--- config.mk ---
export PLATFORM = sky130hd
export DESIGN_NAME = meadj_front
export DESIGN_NICKNAME = d
export VERILOG_FILES = /design/src/hdl/meadj_pkg.sv /design/src/hdl/meadj_front.sv
export SDC_FILE = /design/constraint.sdc
export NUM_CORES = 1
export LEC_CHECK = 0
export BUFFER_PORTS_ARGS = -buffer_cell sky130_fd_sc_hd__clkbuf_2
export CAP_MARGIN = 20
export CORE_MARGIN = 5
export CORE_UTILIZATION = 47
export CTS_CLUSTER_DIAMETER = 60
export DETAILED_ROUTE_END_ITERATION = 7
export GPL_ROUTABILITY_DRIVEN = 1
export PLACE_DENSITY_LB_ADDON = 0.12
export REMOVE_ABC_BUFFERS = 1
export SLEW_MARGIN = 10
export SYNTH_ARGS = -nofsm -noshare
export SYNTH_HDL_FRONTEND = slang
export SYNTH_SLANG_ARGS = --single-unit
export TNS_END_PERCENT = 50
--- constraint.sdc ---
create_clock -name clk -period 3.1 [get_ports clk]
set_input_delay 0.93 -clock clk [delete_from_list [all_inputs] [get_ports clk]]
set_output_delay 0.93 -clock clk [all_outputs]
set_load 0.005 [all_outputs]
--- src/hdl/meadj_pkg.sv ---
`timescale 1ns / 1ps

package meadj_pkg;

  localparam int TRI_W  = 11;
  localparam int VTX_W  = 12;
  localparam int STAT_W = 3;
  localparam int SLOT_W = 10;

  localparam int MAX_EDGES_DEF = 1024;
  localparam int QUEUE_DEPTH   = 2;

  localparam logic [STAT_W-1:0] ST_NEW    = 3'd0;
  localparam logic [STAT_W-1:0] ST_SECOND = 3'd1;
  localparam logic [STAT_W-1:0] ST_LOOP   = 3'd2;
  localparam logic [STAT_W-1:0] ST_SHARED = 3'd3;
  localparam logic [STAT_W-1:0] ST_FULL   = 3'd4;

  // ordered side as it travels from front to back
  typedef struct packed {
    logic [TRI_W-1:0] triangle;
    logic [VTX_W-1:0] lo;
    logic [VTX_W-1:0] hi;
    logic             is_loop;
  } item_t;

  // one row of the edge table
  typedef struct packed {
    logic [VTX_W-1:0] low_vertex;
    logic [VTX_W-1:0] high_vertex;
    logic [TRI_W-1:0] first_triangle;
    logic [TRI_W-1:0] second_triangle;
    logic             second_present;
  } entry_t;

endpackage

--- src/hdl/meadj_front.sv ---
`timescale 1ns / 1ps

module meadj_front
  import meadj_pkg::*;
(
  input  logic             clk,
  input  logic             rst,
  input  logic             in_valid,
  output logic             in_ready,
  input  logic [TRI_W-1:0] triangle_id,
  input  logic [VTX_W-1:0] vertex_a,
  input  logic [VTX_W-1:0] vertex_b,
  output logic             item_valid,
  input  logic             item_ready,
  output item_t            item
);

  item_t sorted;

  always_comb begin
    sorted.triangle = triangle_id;
    sorted.lo       = (vertex_a < vertex_b) ? vertex_a : vertex_b;
    sorted.hi       = (vertex_a < vertex_b) ? vertex_b : vertex_a;
    sorted.is_loop  = (vertex_a == vertex_b);
  end

  assign in_ready = !item_valid || item_ready;

  always_ff @(posedge clk) begin
    if (rst) begin
      item_valid <= 1'b0;
    end else if (in_ready) begin
      item_valid <= in_valid;
    end
  end

  always_ff @(posedge clk) begin
    if (in_ready && in_valid) begin
      item <= sorted;
    end
  end

endmodule

# After elaboration in Yosys (flattened, before gate mapping)
# Cells that the tools add are included.
[op_classes] n_lt_le_gt_ge=1 eq_ne=1 muxes=2 n_reduce_logical=3
[ops] operator="12-bit two-way mux" count=2
[ops] operator="12-bit equality test" count=1
[ops] operator="12-bit less-than comparator" count=1
[ops] operator="1-bit logical AND" count=1
[ops] operator="1-bit zero test" count=1
[ops] operator="1-bit logical OR" count=1
[totals] ff_bits=37 out_inout_bits=38

# Depth between registers and ports, before layout
# Gate-level depths: netlist (run 1).
[logic_depth] depth_word=3 ltp_mapped=8 ltp_nobuf=7

# Least setup slack after synthesis (run 1)
# OpenSTA, ideal clock, no wires.
[synth_timing] path_kind="input to register" from="in vertex_b[1]" to="reg item[10] in the netlist's numbering, data pin" setup_time_ns=0.260 arrival_time_ns=2.333 slack_ns=0.506 cell_stages=8 n_path_buf=1 path_cell_list="inv_1 ha_1 nor2b_4 o211ai_2 a211o_2 nand4b_4 buf_12 mux2_4"
[synth_lines] element="from (decl)" line_no="meadj_front.sv:12" text="input logic [VTX_W-1:0] vertex_b,"
[synth_lines] element="to (signal assigned)" line_no="meadj_front.sv:39" text="item <= sorted;"
[synth_lines] element="to (decl)" line_no="meadj_front.sv:15" text="output item_t item"

==> results of run 1 <==
-- state kept, by name (all words and copies together), names as in the netlist --
signal and count:
item 36, item_valid 1
-- area by class of cell --
type / instances / area share (%)
clock buffer: 6 / 3.09
clock inverter: 1 / 0.160
inverter: 13 / 2.08
multi-input combinational: 56 / 27.4
sequential: 37 / 47.0
tap: 48 / 2.56
timing repair buffer: 79 / 17.7
-- worst max path at each step --
stage                  from            endpoint  slack (ps)  depth (start not counted)
3_3_place_gp    vertex_b[1]  item[13]$_DFFE_PP_         340                          9
3_5_place_dp   vertex_b[11]  item[12]$_DFFE_PP_         280                          8
2_1_floorplan   vertex_b[1]  item[12]$_DFFE_PP_         380                          7
4_1_cts        vertex_b[11]  item[19]$_DFFE_PP_         580                          8
6_report       vertex_b[11]  item[19]$_DFFE_PP_         590                          8
5_1_grt        vertex_b[11]  item[19]$_DFFE_PP_         510                          8
-- layer usage --
layer / global-route usage [%] / vias up / routed length, um / share of wire, %
li1: - / 572 / - / -
met1: 14.2 / 532 / 1320 / 40
met2: 23.0 / 48 / 1620 / 49
met3: 4.85 / 2 / 346 / 10
met4: 3.89 / 0 / 10 / 0.30
met5: 0 / - / 0 / 0
-- cells by family after synthesis --
| group | count (synthesis) |
|---|---|
| AND/OR/NAND/NOR | 11 |
| flip-flops | 37 |
| multiplexers | 24 |
| adder cells (fa/ha/maj) | 12 |
| buffers and inverters | 15 |
| AO/OA/AOI/OAI | 9 |
-- through the flow --
step	hold WS, ps	setup slack (ps)	std cells
2_1_floorplan	522	380	106
3_3_place_gp	488	344	233
3_5_place_dp	506	283	233
4_1_cts	516	584	240
5_1_grt	542	508	240
6_report	516	586	240
-- power by group through the flow --
stage	Combinational, mW	Clock (mW)	Sequential [mW]
final	0.218	0.299	0.608
after CTS	0.222	0.314	0.608
after floorplan	0.119	0	0.624
after detailed placement	0.221	0	0.619
after global placement	0.214	0	0.618
after global routing	0.240	0.335	0.611
-- cells in the mapped netlist --
cell,n
sky130_fd_sc_hd__buf_12,2
sky130_fd_sc_hd__and2_1,1
sky130_fd_sc_hd__mux2_4,20
sky130_fd_sc_hd__edfxtp_1,36
sky130_fd_sc_hd__a211o_2,1
sky130_fd_sc_hd__nor3_1,1
sky130_fd_sc_hd__inv_1,13
sky130_fd_sc_hd__nand4_1,3
sky130_fd_sc_hd__dfxtp_1,1
sky130_fd_sc_hd__nand4b_4,1
sky130_fd_sc_hd__ha_1,12
sky130_fd_sc_hd__nand2b_1,2
sky130_fd_sc_hd__o21ai_1,2
sky130_fd_sc_hd__mux2_2,4
sky130_fd_sc_hd__nor2b_1,1
sky130_fd_sc_hd__o211ai_2,1
sky130_fd_sc_hd__a21oi_1,5
sky130_fd_sc_hd__nor2b_4,1
sky130_fd_sc_hd__nand2_1,1
-- tightest hold or removal path, stage by stage, from the launching register on --
cell                       delay [ps]
sky130_fd_sc_hd__dfxtp_1          320
sky130_fd_sc_hd__nand2b_1          90
sky130_fd_sc_hd__a21oi_1           70
==> summary.md, run 1 <==
| Metric | Value |
|---|---|
| Run status | complete, no violations |
| Fillcell total | 297 |
| Worst hold path startpoint | item_valid$_SDFFE_PP0N_ |
| Max rail drop VDD | 0.332 mV |
| Vias in the first global route | 1191 |
| Part of the Yosys area used for sequential elements | roughly 60% |
| Clock tree root buffer cell | sky130_fd_sc_hd__clkbuf_8 |
| Sequential fraction of design power | between 50 and 60% |
| Hold Crit Depth | 2 |
| Lkg Pwr | 1.11 nW |
| Routed WL | 3.30 mm |
| Clk buf depth | 2 |
| Footprint of the multi-input gates | 643 um^2 |
| Grt ovf | 0 |
| Synth warnings | 0 |
| Critical Path RT | 3120 ps |
| Global placer's final weighted congestion | 0.705 |
| Clk sink count | 37 |
| Worst slew margin relative to its limit | 69.4% |
| Instance area after placement | 2270 um^2 |
| Leading cell types by total area after synthesis | sky130_fd_sc_hd__edfxtp_1, sky130_fd_sc_hd__mux2_4, sky130_fd_sc_hd__ha_1 |
| Final Skew | 6.90 ps |
| Detailed-routing iteration count for the pre-antenna-repair pass | 2 |
| Number of antenna cells inserted | 0 |
| Area of all sequential standard cells | 1100 um^2 |
| Max cap viols | 0 |
| Initial antenna violation count | 0 |
| CTS clock-pin slew for the worst setup and hold paths | about 70 ps |
| Height of the die | slightly above 70 um |
| Count of distinct cell types in the synthesized netlist | 19 |
| Critical path class | primary input to register |
| Placeable Area | 3720 um^2 |
| Post-Synthesis Mean Instance Area | 17.0 um^2 |
| Startpoint of the lowest-slack register-to-register path | item_valid$_SDFFE_PP0N_ |
| Number of hold violations in the final report | 0 |
| Slew of the pin with the lowest slew margin | 459 ps |
| Leading cell type in the layout, fill and taps excluded | sky130_fd_sc_hd__clkbuf_2 |
| Final net count | 243 |
| Pin count of the biggest net entering global routing | 37 |
| Layout overhead on the synthesized area | 27.9% |
| Number of design-rule violations left by the first detailed-router iteration | 43 |
| DR vias/cell | 4.81 |
| Final max-slew violation count | 0 |
| Category of the worst setup path capture point | register |
| Half-perimeter wire length after detailed placement | 2.61 mm |
| Dominant combinational cell family by area after synthesis | multiplexers |
| Chip width | 72.5 um |
| Clock network latency to the later pin of the worst-skew pair | 270 ps |
| Number of buffer and inverter instances along the worst setup path | 3 |
| Total routing resource utilization after global routing | 12.9% |
| Crit path max-delay cell type | sky130_fd_sc_hd__a211o_2 |
| Cell area after layout | around 2300 um^2 |
| Vias post-DR | 1154 |
| Capture instance of the worst register-to-register path | item[17]$_DFFE_PP_ |
| Type of the tightest min-delay check | register to register |
| Global-route wire length before repair | 5.27 mm |
| Worst reg-to-reg path cell count | 3 |
| Initial core utilization | 49.3% |
| Mux share of post-synthesis cell area | 18.8% |
| Gate count after technology mapping | about 110 |
| Number of design rule violations left after detail routing | 0 |
| Period Utilization, post-route | 81.1% |
| Commonest non-fill, non-tap cells in the layout | sky130_fd_sc_hd__clkbuf_2, sky130_fd_sc_hd__edfxtp_1, sky130_fd_sc_hd__mux2_4, sky130_fd_sc_hd__inv_1, sky130_fd_sc_hd__ha_1 |
| Library cell occupying the most area in the post-synthesis netlist | sky130_fd_sc_hd__edfxtp_1 |
| Largest stage delay on the critical path | 360 ps |
| Unrepaired setup endpoints after global routing | no |
| Xor and xnor fraction of the mapped netlist area | 0% |
| Post-detailed-route wirelength per cell | 13.7 um |
| Count of input and output buffers | 76 |
| Part of the total power dissipated in the clock network | 26.6% |
| CP arrival | between 2000 and 3000 ps |
| CTS tree | yes |
| Post-layout power | 1.12 mW |
| Gate family responsible for the most delay along the worst path | buffers and inverters |
| Top-area cell type share of the netlist area | 59.0% |
| Total clock buffers created by CTS | 5 |
| Post-synthesis instance area | between 1500 and 2000 um^2 |
| Minimum clock period after layout | 2510 ps |
| WHS Endpoint | item_valid$_SDFFE_PP0N_ |
| Post-Route Setup TNS | 0 ps |
| Count of state elements after synthesis | 37 |
| Setup violators final | 0 |
| Critical Path, Cell by Cell | clkbuf_2, inv_1, ha_1, nand4_1, a211o_2, nand4b_4, buf_4, mux2_4 |
| Internal portion of total power | 874 uW |
| Adder and majority gate portion of the synthesized area | 8.19% |
| Combinational share of power | 19.4% |
| Num ports | 77 |
| Net switching share of the total power | 22.3% |
| # H-tree levels | 2 |
| Compound-gate portion of the synthesized area | 3.14% |
| Remaining antenna violation count | 0 |
| Worst-path fanout max | 8 |
| Share of layout cells above drive strength 1 | 58.3% |
| Die area | ~5200 um^2 |
| Critical Path Start Type | primary input |
| Post-synthesis share of cell area spent on and, or, nand and nor gates | 4.91% |
| Switch Pwr | 250 uW |
| Top achievable clock speed | 398 MHz |
| Final core utilization | 63.1% |
| Row count | 22 |
| Power density relative to cell area | 479 nW/um^2 |
| Post-CTS resize count | 0 |
| Number of buffers added to fix hold violations after cts | 0 |
| Post-CTS setup-driven buffer insertion count | 0 |
| Worst reg2reg setup slack | 1790 ps |
(Power assumes the default switching activity.)
==> run 2, diff against run 1 <==
==> constraint.sdc (replaced) <==
create_clock -name clk -period 2.46 [get_ports clk]
set_input_delay 0.738 -clock clk [delete_from_list [all_inputs] [get_ports clk]]
set_output_delay 0.738 -clock clk [all_outputs]
set_load 0.005 [all_outputs]
==> summary.md, run 2 (synthesis results as in run 1) <==
| Metric | Value |
|---|---|
| Critical Path, Cell by Cell | clkbuf_2, inv_1, ha_1, nor2b_4, o211ai_2, a211o_2, nand4b_4, buf_12, mux2_2 |
| Top reg by flops | item |
| Number of design rule violations left after detail routing | 0 |
| Post-layout power | 1.45 mW |
| Setup Slack @ Placement | -126 ps |
| Final net count | 254 |
| Slew of the pin with the lowest slew margin | between 400 and 500 ps |
| Max reg flops | 36 |
| Clock tree root buffer cell | sky130_fd_sc_hd__clkbuf_8 |
| Critical path class | primary input to register |
| Run status | complete, no violations |
| Number of buffers added to fix hold violations after cts | 0 |
| Critical Path RT | ~2500 ps |
| Category of the worst setup path capture point | register |
| Layout overhead on the synthesized area | 32.8% |
| Max rail drop VDD | roughly 0.2 mV |
| Global-route wire length before repair | 5.31 mm |
| Initial antenna violation count | 0 |
| Routed WL | around 3.3 mm |
| Crit path max-delay cell type | sky130_fd_sc_hd__mux2_2 |
| CTS clock-pin slew for the worst setup and hold paths | approximately 70 ps |
| Pin count of the biggest net entering global routing | 37 |
| Type of the tightest min-delay check | register to register |
| Top achievable clock speed | approximately 440 MHz |
| Critical Path Start Type | primary input |
| Unrepaired setup endpoints after global routing | no |
| Worst slew margin relative to its limit | 70.1% |
| Height of the die | between 70 and 80 um |
| Gate family responsible for the most delay along the worst path | compound AO/OA/AOI/OAI gates |
| Largest stage delay on the critical path | around 340 ps |
| Post-detailed-route wirelength per cell | between 10 and 15 um |
| Commonest non-fill, non-tap cells in the layout | sky130_fd_sc_hd__clkbuf_2, sky130_fd_sc_hd__edfxtp_1, sky130_fd_sc_hd__mux2_4, sky130_fd_sc_hd__inv_1, sky130_fd_sc_hd__buf_4 |
| Setup violators final | 0 |
| Chip width | 72.5 um |
| # H-tree levels | 2 |
| Count of input and output buffers | 76 |
| Total clock buffers created by CTS | 5 |
| Post-route worst hold slack | 568 ps |
| Total routing resource utilization after global routing | 13.1% |
| Max cap viols | 0 |
| Number of design-rule violations left by the first detailed-router iteration | 56 |
| Clk buf depth | 2 |
| Clock network latency to the later pin of the worst-skew pair | around 280 ps |
| Final max-slew violation count | 0 |
| Number of antenna cells inserted | 0 |
| Post-CTS setup-driven buffer insertion count | 0 |
| Grt ovf | 0 |
| Row count | 22 |
| Period Utilization, post-route | 92.6% |
| Half-perimeter wire length after detailed placement | 2.70 mm |
| Lkg Pwr | 1.17 nW |
| Fillcell total | a little over 300 |
| Die area | around 5200 um^2 |
| Initial core utilization | 49.3% |
| Number of buffer and inverter instances along the worst setup path | 3 |
| CTS tree | yes |
| Num ports | 77 |
| Worst-path fanout max | 14 |
| Detailed-routing iteration count for the pre-antenna-repair pass | 5 |
| Global placer's final weighted congestion | 0.711 |
| Power density relative to cell area | approximately 590 nW/um^2 |
| Share of layout cells above drive strength 1 | between 60% and 70% |
| Number of hold violations in the final report | 0 |
| Minimum clock period after layout | 2280 ps |
| Final worst slack | between 150 and 200 ps |
| CP arrival | 2320 ps |
| Placeable Area | 3720 um^2 |
| DR vias/cell | 4.74 |
| Remaining antenna violation count | 0 |
| Vias post-DR | 1194 |
| Leading cell type in the layout, fill and taps excluded | sky130_fd_sc_hd__clkbuf_2 |
| Registers with the most flip-flops | item: 36 flops, item_valid: 1 flops |
| Final core utilization | approximately two thirds |
| Final Skew | between 3 and 4 ps |
| Clk sink count | 37 |
| Post-CTS resize count | 0 |
| Vias in the first global route | between 1k and 1.5k |
-- run 2: per-stage QoR --
step | cell area, um^2 | cells | setup TNS, ps
after detailed placement | 2350 | 244 | -2330
after global routing | 2430 | 252 | 0
after global placement | 2350 | 244 | -1660
after CTS | 2430 | 252 | 0
final | 2430 | 252 | 0
after floorplan | 1790 | 106 | -1490
-- run 2: report_power, final --
part | leakage, nW | internal (mW) | switching [mW]
registers | 0.357 | 0.754 | 0.0124
logic | 0.765 | 0.168 | 0.118
clock network | 0.0450 | 0.196 | 0.197
-- run 2: final timing paths --
path / startpoint / end / slack [ps] / cells past startpoint
worst max-delay path: vertex_b[1] / item[14]$_DFFE_PP_ / 180 / 9
worst min register to register: item_valid$_SDFFE_PP0N_ / item_valid$_SDFFE_PP0N_ / 570 / 2
worst max register to register: item_valid$_SDFFE_PP0N_ / item[15]$_DFFE_PP_ / 1120 / 3
worst min-delay path: item_valid$_SDFFE_PP0N_ / item_valid$_SDFFE_PP0N_ / 570 / 2
-- run 2: final cells by class --
| type | instances | area [um^2] | area share (%) |
|---|---|---|---|
| timing repair buffer | 90 | 498 | 20.5 |
| clock inverter | 2 | 10.0 | 0.411 |
| tap | 48 | 60.1 | 2.47 |
| sequential | 37 | 1100 | 45.2 |
| inverter | 13 | 48.8 | 2.01 |
| multi-input combinational | 56 | 643 | 26.4 |
| clock buffer | 6 | 72.6 | 2.98 |
-- run 2: worst register-to-register path: stages (launching register included) --
cell	delay [ps]
sky130_fd_sc_hd__dfxtp_1	320
sky130_fd_sc_hd__nand2b_1	120
sky130_fd_sc_hd__and2_1	150
sky130_fd_sc_hd__buf_4	400
-- run 2: per-layer routing --
layer / wire, um / vias up / track usage, % / share of wire, %
met2: 1680 / 56 / 22.5 / 50
met5: 0 / - / 0 / 0
met1: 1280 / 542 / 14.5 / 38
met4: 34 / 0 / 6.35 / 1.0
li1: - / 592 / - / -
met3: 333 / 4 / 4.43 / 10
