[config.mk]
export PLATFORM = sky130hd
export DESIGN_NAME = meadj_queue
export DESIGN_NICKNAME = d
export VERILOG_FILES = /design/src/hdl/meadj_pkg.sv /design/src/hdl/meadj_queue.sv
export SDC_FILE = /design/constraint.sdc
export NUM_CORES = 1
export LEC_CHECK = 0
export ABC_AREA = 1
export BUFFER_PORTS_ARGS = -buffer_cell sky130_fd_sc_hd__clkbuf_2
export CORE_ASPECT_RATIO = 1.1
export CORE_MARGIN = 2
export CORE_UTILIZATION = 45
export DETAILED_ROUTE_END_ITERATION = 7
export GPL_ROUTABILITY_DRIVEN = 0
export MAX_ROUTING_LAYER = met4
export PLACE_DENSITY = 0.67
export SYNTH_ARGS = -nofsm -noshare
export SYNTH_HDL_FRONTEND = slang
export SYNTH_SLANG_ARGS = --single-unit
[constraint.sdc]
create_clock -name clk -period 4.6 [get_ports clk]
set_clock_uncertainty 0.2 [all_clocks]
set_input_delay 0.46 -clock clk [delete_from_list [all_inputs] [get_ports clk]]
set_output_delay 0.46 -clock clk [all_outputs]
set_load 0.05 [all_outputs]
[src/hdl/meadj_pkg.sv]
`timescale 1ns / 1ps

package meadj_pkg;

  localparam int TRI_W  = 11;
  localparam int VTX_W  = 12;
  localparam int STAT_W = 3;
  localparam int SLOT_W = 10;

  localparam int MAX_EDGES_DEF = 1024;
  localparam int QUEUE_DEPTH   = 2;

  localparam logic [STAT_W-1:0] ST_NEW    = 3'd0;
  localparam logic [STAT_W-1:0] ST_SECOND = 3'd1;
  localparam logic [STAT_W-1:0] ST_LOOP   = 3'd2;
  localparam logic [STAT_W-1:0] ST_SHARED = 3'd3;
  localparam logic [STAT_W-1:0] ST_FULL   = 3'd4;

  // ordered side as it travels from front to back
  typedef struct packed {
    logic [TRI_W-1:0] triangle;
    logic [VTX_W-1:0] lo;
    logic [VTX_W-1:0] hi;
    logic             is_loop;
  } item_t;

  // one row of the edge table
  typedef struct packed {
    logic [VTX_W-1:0] low_vertex;
    logic [VTX_W-1:0] high_vertex;
    logic [TRI_W-1:0] first_triangle;
    logic [TRI_W-1:0] second_triangle;
    logic             second_present;
  } entry_t;

endpackage

[src/hdl/meadj_queue.sv]
`timescale 1ns / 1ps

module meadj_queue
  import meadj_pkg::*;
(
  input  logic  clk,
  input  logic  rst,
  input  logic  push_valid,
  output logic  push_ready,
  input  item_t push_item,
  output logic  pop_valid,
  input  logic  pop_ready,
  output item_t pop_item
);

  localparam int PTR_W = (QUEUE_DEPTH > 1) ? $clog2(QUEUE_DEPTH) : 1;
  localparam int CNT_W = $clog2(QUEUE_DEPTH + 1);

  item_t            slots [QUEUE_DEPTH];
  logic [PTR_W-1:0] wr_ptr;
  logic [PTR_W-1:0] rd_ptr;
  logic [CNT_W-1:0] fill;
  logic             do_push;
  logic             do_pop;

  assign push_ready = (fill != CNT_W'(QUEUE_DEPTH));
  assign pop_valid  = (fill != '0);
  assign pop_item   = slots[rd_ptr];
  assign do_push    = push_valid && push_ready;
  assign do_pop     = pop_valid && pop_ready;

  always_ff @(posedge clk) begin
    if (rst) begin
      wr_ptr <= '0;
      rd_ptr <= '0;
      fill   <= '0;
    end else begin
      if (do_push) begin
        wr_ptr <= (wr_ptr == PTR_W'(QUEUE_DEPTH - 1)) ? '0 : wr_ptr + 1'b1;
      end
      if (do_pop) begin
        rd_ptr <= (rd_ptr == PTR_W'(QUEUE_DEPTH - 1)) ? '0 : rd_ptr + 1'b1;
      end
      if (do_push && !do_pop) begin
        fill <= fill + 1'b1;
      end else if (!do_push && do_pop) begin
        fill <= fill - 1'b1;
      end
    end
  end

  always_ff @(posedge clk) begin
    if (do_push) begin
      slots[wr_ptr] <= push_item;
    end
  end

endmodule

### Word level (Yosys, flattened, before mapping)

Memories as Yosys holds them, arrays and structs flattened. A register that Yosys moved wholly into a read port is not among the register bits.
Index checks and enable logic that the tools add are counted.

* bits in registers: 4
* RAM bits: 72
* output and inout bits: 38
* logic and storage cells: 25
* memories: 1

Memory list
* slots: words 2, bits a word 36, read ports 1, clocked after memory_dff 1, write ports 1, line meadj_queue.sv:19 `item_t slots [QUEUE_DEPTH];`

* add/sub/neg operators: 4
* equality and inequality tests: 1
* muxes and demuxes: 8
* reduce and logical (&&, ||, !) cells: 8

Operators with widths (number)
* $mux W1: 6
* $logic_and A1 B1 Y1: 4
* $mux W2: 2
* $reduce_bool A2 Y1: 2
* $add A1 B1 Y1 const B: 2
* $add A2 B1 Y2 const B: 1
* $logic_not A1 Y1: 2
* $ne A2 B2 Y1 const B: 1
* $sub A2 B1 Y2 const B: 1

### Longest topological paths before layout

Gate-level depths: netlist (run 1).

* word-level depth: 6
* depth in mapped cells: 11
* gate-level depth less buffers: 11

### Worst setup path before layout (run 1)

OpenSTA, ideal clock, no wires.

* kind: reg-to-reg
* start point: register fill[0]
* end point: memory slots[0][0] in the netlist's numbering (enable)
* library setup time: 429 ps
* arrival: 2464 ps
* data required time: 3971 ps
* slack: 1507 ps
* cell stages (with the launch flop): 5
* path through: dfxtp_1 -> inv_1 -> nand2_1 -> nand2_1 -> nor2_1

* cells in the longest elaborated chain, start to end: 4

RTL lines
* from (decl): line meadj_queue.sv:22 `logic [CNT_W-1:0] fill;`
* from (signal assigned): line meadj_queue.sv:45 `fill <= fill + 1'b1;`
* from (signal assigned): line meadj_queue.sv:47 `fill <= fill - 1'b1;`
* $ne A2 B2 Y1: line meadj_queue.sv:26 `assign push_ready = (fill != CNT_W'(QUEUE_DEPTH));`
* via push_ready: line meadj_queue.sv:9 `output logic push_ready,`
* $logic_and A1 B1 Y1: line meadj_queue.sv:29 `assign do_push = push_valid && push_ready;`
* $mux W1: line meadj_queue.sv:53 `if (do_push) begin`
* $mux W1 (not written as such): line meadj_queue.sv:54 `slots[wr_ptr] <= push_item;`
* to (decl): line meadj_queue.sv:19

The timed path passes the listed nets, and every way through them passes these cells.

==> results of run 1 <==
[flip-flops by register name, indices dropped and copies added, names as in the netlist, named ones only]
register and cells:
slots 72, fill 2, rd_ptr 1, wr_ptr 1
[per-layer routing]
metal	GRT usage (%)	vias up	wire length, um
li1	-	730	-
met2	22.4	45	2460
met4	5.45	0	59
met3	6.06	6	328
met1	14.7	720	1860
met5	-	-	0
[worst register-to-register path, delay by kind of cell, from the launching register on]
kind	cells	cell delay, ns
flip-flops	1	0.33
AND/OR/NAND/NOR	3	1.08
buffers and inverters	1	0.09
[cell families after synthesis]
family | count (synthesis)
DFF | 77
muxes | 36
and+or+nand+nor | 19
buffers and inverters | 12
AOI/OAI and AO/OA | 4
adders and majority gates | 1
[final cells by class]
| type | count | share of cell area [%] |
|---|---|---|
| clock inverters | 4 | 2.03 |
| repair buffers | 78 | 10.8 |
| flip-flops and latches | 77 | 62.3 |
| well taps | 82 | 2.82 |
| inverters | 8 | 0.826 |
| clock buffers | 11 | 3.61 |
| multi-input cells | 60 | 17.7 |
[synthesized netlist by cell type]
cell and count:
a21oi_1 2, buf_6 1, nand4_1 1, mux2_4 30
dfxtp_1 5, edfxtp_1 72, ha_1 1, o21ai_0 2
buf_12 3, mux2_2 6, inv_1 8, nor2_1 7
nand3_1 2, nand2_1 9
[final timing paths]
| path | depth (start not counted) | endpoint | slack, ns |
|---|---|---|---|
| hold / removal | 1 | slots[0][15] | 0.10 |
| hold reg to reg | 2 | rd_ptr | 0.31 |
| setup / recovery | 3 | pop_item[16] | 1.86 |
| setup reg to reg | 4 | slots[0][25] | 2.49 |
[stage by stage]
stage / power [uW] / hold slack (ns) / instances / utilization (%)
6_report: 2240 / 0.104 / 320 / 55.8
5_1_grt: 2350 / 0.0859 / 320 / 55.8
4_1_cts: 2270 / 0.0894 / 320 / 55.8
3_5_place_dp: 1750 / 0.297 / 305 / 52.6
3_3_place_gp: 1740 / 0.283 / 305 / 52.6
2_1_floorplan: 1620 / 0.265 / 149 / -
[where the power goes]
part | total [uW] | leakage [uW] | switching (uW) | internal, uW
combinational | 783 | 0.000655 | 546 | 237
clock | 526 | 0.000103 | 223 | 303
sequential | 936 | 0.000713 | 47.1 | 888
==> results by group, run 1 <==
Yosys
  – Number of synthesized register bits: 77
  – Seq/Total Area, Yosys: 75.6%
  – Post-Syn Area: 2990 um^2
  – Syn avg cell area: 20.1 um^2
  – Post-synth cell types: 14
  – Xor/xnor share of the synthesized area: 0%
  – Largest family of logic cells by synthesized area: multiplexers
  – Post-synthesis compound-gate area fraction: 0.669%
  – Top cell type's share of synthesized area: 72.3%
  – Yosys top cell by area: edfxtp_1
  – Total nets after synthesis: 190
  – Post-synthesis mux area share: 17.3%
  – Simple-Gate Fraction of Synth Area: 2.55%
  – Post-Syn Instances: 149
  – Ys Warns: 0
  – Dominant cells by area after synthesis: edfxtp_1 (72%), mux2_4 (15%), dfxtp_1 (3.3%)
  – Post-synthesis adder-cell area fraction: 0.418%

Die
  – Die ar.: 7310 um^2
  – Core footprint: 6520 um^2
  – Initial core utilization: 45.9%
  – I/O Pins: 78
  – Row count: 31
  – Die H: 89.5 um
  – Die X: 81.7 um

Power
  – P_leak: 0.00147 uW
  – Power per cell area: 617 nW/um^2
  – Peak VDD IR: 0.386 mV

Routing
  – Antenna Nets Post-Route: 0
  – Routed len/inst: 14.7 um
  – Initial DRC Count: 55
  – Routed vias: 1,501
  – # DRC: 0
  – Detailed Route WL: 4.71 mm
  – 1st-pass router iterations: 4
  – Vias/cell: 4.69

Clock network
  – Clk sinks: 77
  – CTS tree: done
  – Cell at the root of the clock tree: clkbuf_8
  – CTS Buf Count: 9
  – Post-CTS Hold Fix Bufs: 0
  – Clock buffer depth: 2
  – Resized Gates After CTS: 0
  – Clk_lat worst skew: 0.33 ns
  – Setup bufs post-CTS: 0
  – Clock Pin Slew Worst Setup and Hold Paths: 0.08 ns
  – H-Tree Depth: 3

Timing
  – PnR worst setup slack: 1.86 ns
  – Final setup fails: 0
  – Period utilization: 59.6%
  – Min Tclk post-route: 2.74 ns
  – Max-slew headroom: 29.1%
  – Worst-Margin Slew: 1.06 ns
  – Maximum clock frequency: 365 MHz
  – Unrepaired setup endpoints after global routing: no
  – Setup TNS: 0 ns
  – Fin. Hold Viols: 0
  – Slew Viols, Final: 0

GRT
  – Initial antenna violation count: 0
  – Overflow after GRT: 0
  – First-pass GRT wire length: 6.88 mm
  – GRT Resource Usage Total: 13.7%
  – Largest net degree at the start of global routing: 37
  – Vias in the first global route: 1,492

Critical path
  – CP arrival: 2.08 ns
  – Critical path peak fanout: 21
  – Critical Path Source Type: flip-flop
  – WP data required: 3.94 ns
  – Worst Path Buf+Inv: 2
  – Largest delay share family, worst path: buffers and inverters
  – Crit path kind: flip-flop to output port
  – Slowest CP cell: dfxtp_2
  – RR Startpoint: fill[0]
  – CP cell instances: buf_4 -> mux2_2 -> clkbuf_2
  – Critical path endpoint category: output port
  – Crit-path max cell delay: 0.67 ns

Outcome
  – Status: complete, no violations

Finish
  – Area of the multi-input gates: 642 um^2
  – Layout cells sized above 1: 54.6%
  – Commonest non-fill, non-tap cell in the layout: clkbuf_2
  – Fillcell total: 544
  – FF+latch area: 2260 um^2
  – Nets: 275
  – Most frequent cells in the layout: clkbuf_2 (77), edfxtp_1 (72), mux2_4 (30)
  – Layout Area Growth over Synthesis: 21.6%
  – Antenna Cells: 0
  – Finished Cell Area: 3640 um^2

Place
  – DP Worst Slack: 2.18 ns
  – DP Area: 3430 um^2
  – Number of port buffers: 77
  – DP Wirelength: 3.08 mm

Min path
  – HP Start: push_item[15]
  – HP Class: primary input to flip-flop

Flow run
  – Max Cap Viol: 0
No activity file was read; power rests on OpenSTA's default activity.
==> run 2, diff against run 1 <==
==> constraint.sdc (replaced) <==
create_clock -name clk -period 2.8 [get_ports clk]
set_clock_uncertainty 0.2 [all_clocks]
set_input_delay 0.28 -clock clk [delete_from_list [all_inputs] [get_ports clk]]
set_output_delay 0.28 -clock clk [all_outputs]
set_load 0.05 [all_outputs]
==> results by group, run 2 (synthesis gave the netlist of run 1 again) <==
Finish
  – Final Util: 61.9% (+6.1 points)
  – Top flop regs: slots: 72 flops, fill: 2 flops
  – Layout Area Growth over Synthesis: 34.9%
  – Commonest non-fill, non-tap cell in the layout: clkbuf_2
  – FF+latch area: 2260 um^2 (unchanged)
  – Antenna Cells: 0 (unchanged)
  – Largest reg by FF count: slots
  – Layout cells sized above 1: 48.4% (-6.2 points)
  – Most frequent cells in the layout: clkbuf_2 (77), edfxtp_1 (72), dlygate4sd3_1 (36)
  – Fillcell total: 499 (-8.3%)
  – Area of the multi-input gates: 642 um^2 (unchanged)
  – Nets: 313 (+14%)
  – Max reg flops: 72 (unchanged)
  – Finished Cell Area: 4030 um^2 (+11%)

Power
  – Peak VDD IR: 0.562 mV (+45%)
  – Seq pwr share: 41.2% (-0.5 points)
  – Clock share of power: 21.5% (-1.9 points)
  – Combinational share of power: 37.3% (+2.4 points)
  – Sw frac: 37.3% (+1.0 points)
  – Int Power: 2320 uW (+62%)
  – Total Power: 3700 uW (+65%)
  – Psw: 1380 uW (+69%)
  – P_leak: 0.00163 uW (+11%)
  – Power per cell area: 916 nW/um^2 (+48%)

Timing
  – Period utilization: 80.7%
  – Min Tclk post-route: 2.26 ns
  – Slew Viols, Final: 0 (unchanged)
  – Fin. Hold Viols: 0 (unchanged)
  – Maximum clock frequency: 443 MHz
  – Max-slew headroom: 64.2% (+35 points)
  – Worst-Margin Slew: 0.535 ns (-0.525 ns)
  – PnR worst setup slack: 0.542 ns (-1.32 ns)
  – Unrepaired setup endpoints after global routing: no
  – Final setup fails: 0 (unchanged)
  – Setup TNS: 0 ns (unchanged)

Routing
  – Initial DRC Count: 68 (+24%)
  – # DRC: 0 (unchanged)
  – Routed len/inst: 14.0 um (-4.8%)
  – Antenna Nets Post-Route: 0 (unchanged)
  – Vias/cell: 4.54 (-3.2%)
  – Routed vias: 1,630 (+8.6%)
  – 1st-pass router iterations: 4 (unchanged)
  – Detailed Route WL: 5.02 mm (+6.8%)

Critical path
  – WP data required: 2.32 ns (-1.62 ns)
  – CP arrival: 1.78 ns (-0.30 ns)
  – R2r endpoint: slots[1][18]
  – Critical path peak fanout: 27 (+29%)
  – Critical Path Source Type: flip-flop
  – Crit path kind: flip-flop to output port
  – RR Startpoint: fill[0]
  – Reg2reg path depth: 5 (+1)
  – Reg-to-reg slack, setup: 0.94 ns (-1.55 ns)
  – Critical path endpoint category: output port

Outcome
  – Status: complete, no violations

Clock network
  – Clk_lat worst skew: 0.33 ns (about the same)
  – Clk sinks: 77 (unchanged)
  – H-Tree Depth: 3 (unchanged)
  – Clock buffer depth: 2 (unchanged)
  – CTS tree: done
  – Cell at the root of the clock tree: clkbuf_8
  – CTS Buf Count: 9 (unchanged)
  – Resized Gates After CTS: 0 (unchanged)
  – Clock Pin Slew Worst Setup and Hold Paths: 0.08 ns (about the same)

Die
  – Die H: 89.5 um (unchanged)
  – Row count: 31 (unchanged)
  – Die X: 81.7 um (unchanged)
  – Initial core utilization: 45.9% (unchanged)
  – Core footprint: 6520 um^2 (unchanged)
  – I/O Pins: 78 (unchanged)
  – Die ar.: 7310 um^2 (unchanged)

Place
  – DP Wirelength: 3.25 mm (+5.4%)
  – Number of port buffers: 77 (unchanged)
  – DP Area: 3480 um^2 (+1.5%)
  – DP Worst Slack: 0.869 ns (-1.31 ns)

Min path
  – HP Class: primary input to flip-flop
  – Hold path cells: 4 (+3)
  – Hold Path Sink: fill[1]
  – HP Start: rst

GRT
  – Vias in the first global route: 1,691 (+13%)
  – First-pass GRT wire length: 7.56 mm (+9.9%)
  – GRT Resource Usage Total: 14.9% (+1.2 points)
  – Largest net degree at the start of global routing: 28 (-24%)
  – Overflow after GRT: 0 (unchanged)
  – Initial antenna violation count: 0 (unchanged)

Flow run
  – Max Cap Viol: 0 (unchanged)
-- run 2: worst max-delay path by stage --
stage / start / endpoint / depth (start not counted)
2_1_floorplan: fill[0] / slots[0][0] / 4
3_3_place_gp: flip-flop / pop_item[20] / 3
3_5_place_dp: flip-flop / pop_item[23] / 3
4_1_cts: flip-flop / pop_item[23] / 3
5_1_grt: flip-flop / pop_item[23] / 3
6_report: flip-flop / pop_item[23] / 3
-- run 2: stage by stage --
step           hold WS [ns]  std cells
4_1_cts              0.0153        359
5_1_grt              0.0415        359
3_3_place_gp          0.269        307
6_report             0.0284        359
2_1_floorplan         0.179        149
3_5_place_dp          0.273        307
-- run 2: routing by layer --
metal | track usage (%) | part of all wire [%] | vias up
met5 | - | 0 | -
met4 | 5.00 | 1.3 | 0
met3 | 5.25 | 5.1 | 7
met2 | 26.5 | 54 | 42
met1 | 15.3 | 40 | 775
li1 | - | - | 806
-- run 2: cell type report --
cell class,instances,area share [%]
Timing Repair Buffer,116,20.0
Tap cell,82,2.54
Clock inverter,7,1.64
Inverter,8,0.744
Multi-Input combinational cell,60,15.9
Sequential cell,77,56.1
Clock buffer,9,3.07
-- run 2: power groups by stage --
stage | Combinational, uW | Sequential (uW) | Clock (uW)
6_report | 1380 | 1520 | 794
5_1_grt | 1470 | 1540 | 864
3_5_place_dp | 1350 | 1550 | 0
2_1_floorplan | 1140 | 1520 | 0
3_3_place_gp | 1340 | 1540 | 0
4_1_cts | 1390 | 1530 | 811
-- run 2: what timing repair did --
| item | in CTS | in global routing |
|---|---|---|
| setup endpoints to repair | 0 | 0 |
| setup buffers | 0 | 0 |
| hold endpoints to repair | 72 | 0 |
| hold buffers | 36 | 0 |
-- run 2: critical path, cell delays in order, from the launching register on --
cell      delay [ns]
dfxtp_2         0.56
buf_12          0.28
mux2_2          0.36
clkbuf_2        0.23
==> run 3, diff against run 2 <==
==> constraint.sdc (replaced) <==
create_clock -name clk -period 2.15 [get_ports clk]
set_clock_uncertainty 0.2 [all_clocks]
set_input_delay 0.215 -clock clk [delete_from_list [all_inputs] [get_ports clk]]
set_output_delay 0.215 -clock clk [all_outputs]
set_load 0.05 [all_outputs]
==> results by group, run 3 (synthesis gave the netlist of run 1 again) <==
Outcome
  – Status: complete, no violations

GRT
  – Vias in the first global route: 1,628 (-3.7%)
  – First-pass GRT wire length: 7.34 mm (-2.9%)
  – GRT Resource Usage Total: 14.8% (-0.12 points)
  – Largest net degree at the start of global routing: 21 (-25%)
  – Initial antenna violation count: 0 (unchanged)
  – Overflow after GRT: 0 (unchanged)

Timing
  – Period utilization: 94.6%
  – Final setup fails: 0 (unchanged)
  – Slew Viols, Final: 0 (unchanged)
  – Setup TNS: 0 ns (unchanged)
  – Maximum clock frequency: 492 MHz
  – PnR worst setup slack: 0.116 ns (-0.426 ns)
  – Min Tclk post-route: 2.03 ns
  – Minimum hold slack: 0.201 ns (+0.173 ns)
  – Fin. Hold Viols: 0 (unchanged)
  – Unrepaired setup endpoints after global routing: no
  – Max-slew headroom: 80.8% (+17 points)
  – Worst-Margin Slew: 0.290 ns (-0.245 ns)

Finish
  – Antenna Cells: 0 (unchanged)
  – Largest reg by FF count: slots
  – Layout cells sized above 1: 47.9% (-0.50 points)
  – Max reg flops: 72 (unchanged)
  – Layout Area Growth over Synthesis: 35.9%
  – Top flop regs: slots: 72 flops, fill: 2 flops
  – Fillcell total: 519 (+4.0%)
  – Area of the multi-input gates: 644 um^2 (+0.39%)
  – FF+latch area: 2260 um^2 (unchanged)
  – Nets: 318 (+1.6%)
  – Most frequent cells in the layout: clkbuf_2 (77), edfxtp_1 (72), dlygate4sd3_1 (38)
  – Commonest non-fill, non-tap cell in the layout: clkbuf_2

Power
  – Total Power: 4840 uW (+31%)
  – Power per cell area: 1190 nW/um^2 (+30%)
  – P_leak: 0.00165 uW (+1.6%)
  – Peak VDD IR: 0.605 mV (+7.7%)

Die
  – Initial core utilization: 45.9% (unchanged)
  – I/O Pins: 78 (unchanged)
  – Core footprint: 6520 um^2 (unchanged)
  – Row count: 31 (unchanged)
  – Die ar.: 7310 um^2 (unchanged)
  – Die X: 81.7 um (unchanged)
  – Die H: 89.5 um (unchanged)

Clock network
  – CTS tree: done
  – Clk_lat worst skew: 0.34 ns (about the same)
  – Clk sinks: 77 (unchanged)
  – Cell at the root of the clock tree: clkbuf_8
  – Clock Pin Slew Worst Setup and Hold Paths: 0.07 ns (about the same)
  – Resized Gates After CTS: 0 (unchanged)
  – H-Tree Depth: 3 (unchanged)
  – Clock buffer depth: 2 (unchanged)
  – Setup bufs post-CTS: 0 (unchanged)
  – CTS Buf Count: 9 (unchanged)
  – Post-CTS Hold Fix Bufs: 38 (+5.6%)

Routing
  – Detailed Route WL: 5.07 mm (+1.0%)
  – Initial DRC Count: 66 (-2.9%)
  – 1st-pass router iterations: 5 (+1)
  – Vias/cell: 4.60 (+1.4%)
  – # DRC: 0 (unchanged)
  – Routed vias: 1,676 (+2.8%)
  – Routed len/inst: 13.9 um (-0.39%)
  – Antenna Nets Post-Route: 0 (unchanged)

Critical path
  – Slowest CP cell: dfxtp_2
  – WP data required: 1.74 ns (-0.58 ns)
  – Critical path endpoint category: output port
  – Crit path kind: flip-flop to output port
  – Crit-path max cell delay: 0.49 ns (-0.07 ns)
  – CP arrival: 1.62 ns (-0.16 ns)
  – Critical path peak fanout: 18 (-33%)
  – Largest delay share family, worst path: flip-flops
  – Critical Path Source Type: flip-flop
  – Worst Path Buf+Inv: 2 (unchanged)
  – CP cell instances: buf_12 -> mux2_4 -> clkbuf_2

Flow run
  – Max Cap Viol: 0 (unchanged)

Min path
  – HP Class: primary input to flip-flop

Place
  – DP Wirelength: 3.33 mm (+2.5%)
  – DP Worst Slack: 0.426 ns (-0.443 ns)
  – Number of port buffers: 77 (unchanged)
[run 3: changes by cell type in the layout (fill, tap and decap cells not counted)]
cell / change
clkbuf_1: +4
buf_4: +4
nand2_2: +1
clkbuf_8: +1
clkinvlp_4: -3
clkinv_2: -1
dlygate4sd3_1: +2
nand2_1: -1
clkinv_1: -1
buf_12: -1
[run 3: worst reg2reg max path, cell delays in order, from the launching register on]
cell,delay [ns]
dfxtp_1,0.31
inv_1,0.13
nand2_2,0.07
nand2_1,0.21
inv_1,0.10
ha_1,0.33
inv_1,0.08
nand4_1,0.10
nand2_1,0.07
nor2_1,0.04
[run 3: layout make-up]
type / count / share of cell area [%]
Inverter: 8 / 0.739
Multi-Input combinational cell: 60 / 15.9
Clock buffer: 14 / 3.76
Sequential cell: 77 / 55.7
Clock inverter: 2 / 0.862
Tap cell: 82 / 2.52
Timing Repair Buffer: 121 / 20.6
[run 3: per-stage QoR]
stage	util (%)	area, um^2	instances
after floorplan	-	3010	149
after global placement	53.6	3500	310
after detailed placement	53.6	3500	310
after CTS	62.4	4060	364
after global routing	62.4	4060	364
final	62.4	4060	364
[run 3: power by group]
group	total, uW	switching (uW)	internal (uW)	leakage, uW
clock network	1050	479	569	0.0000947
logic	1820	1210	606	0.000846
registers	1980	81.7	1900	0.000713
[run 3: worst paths after layout]
kind	startpoint	to	slack, ns	cells after the start
max	flip-flop	pop_item[25]	0.12	3
min	push_valid	wr_ptr	0.20	4
min reg2reg	rd_ptr	rd_ptr	0.32	2
max reg2reg	fill[0]	fill[1]	0.43	9
[run 3: metal layers]
metal	track usage, %	part of all wire (%)	vias up
met4	10.0	2.3	0
met3	3.64	4.9	11
met2	24.0	52	49
li1	-	-	817
met5	-	0	-
met1	16.1	41	799
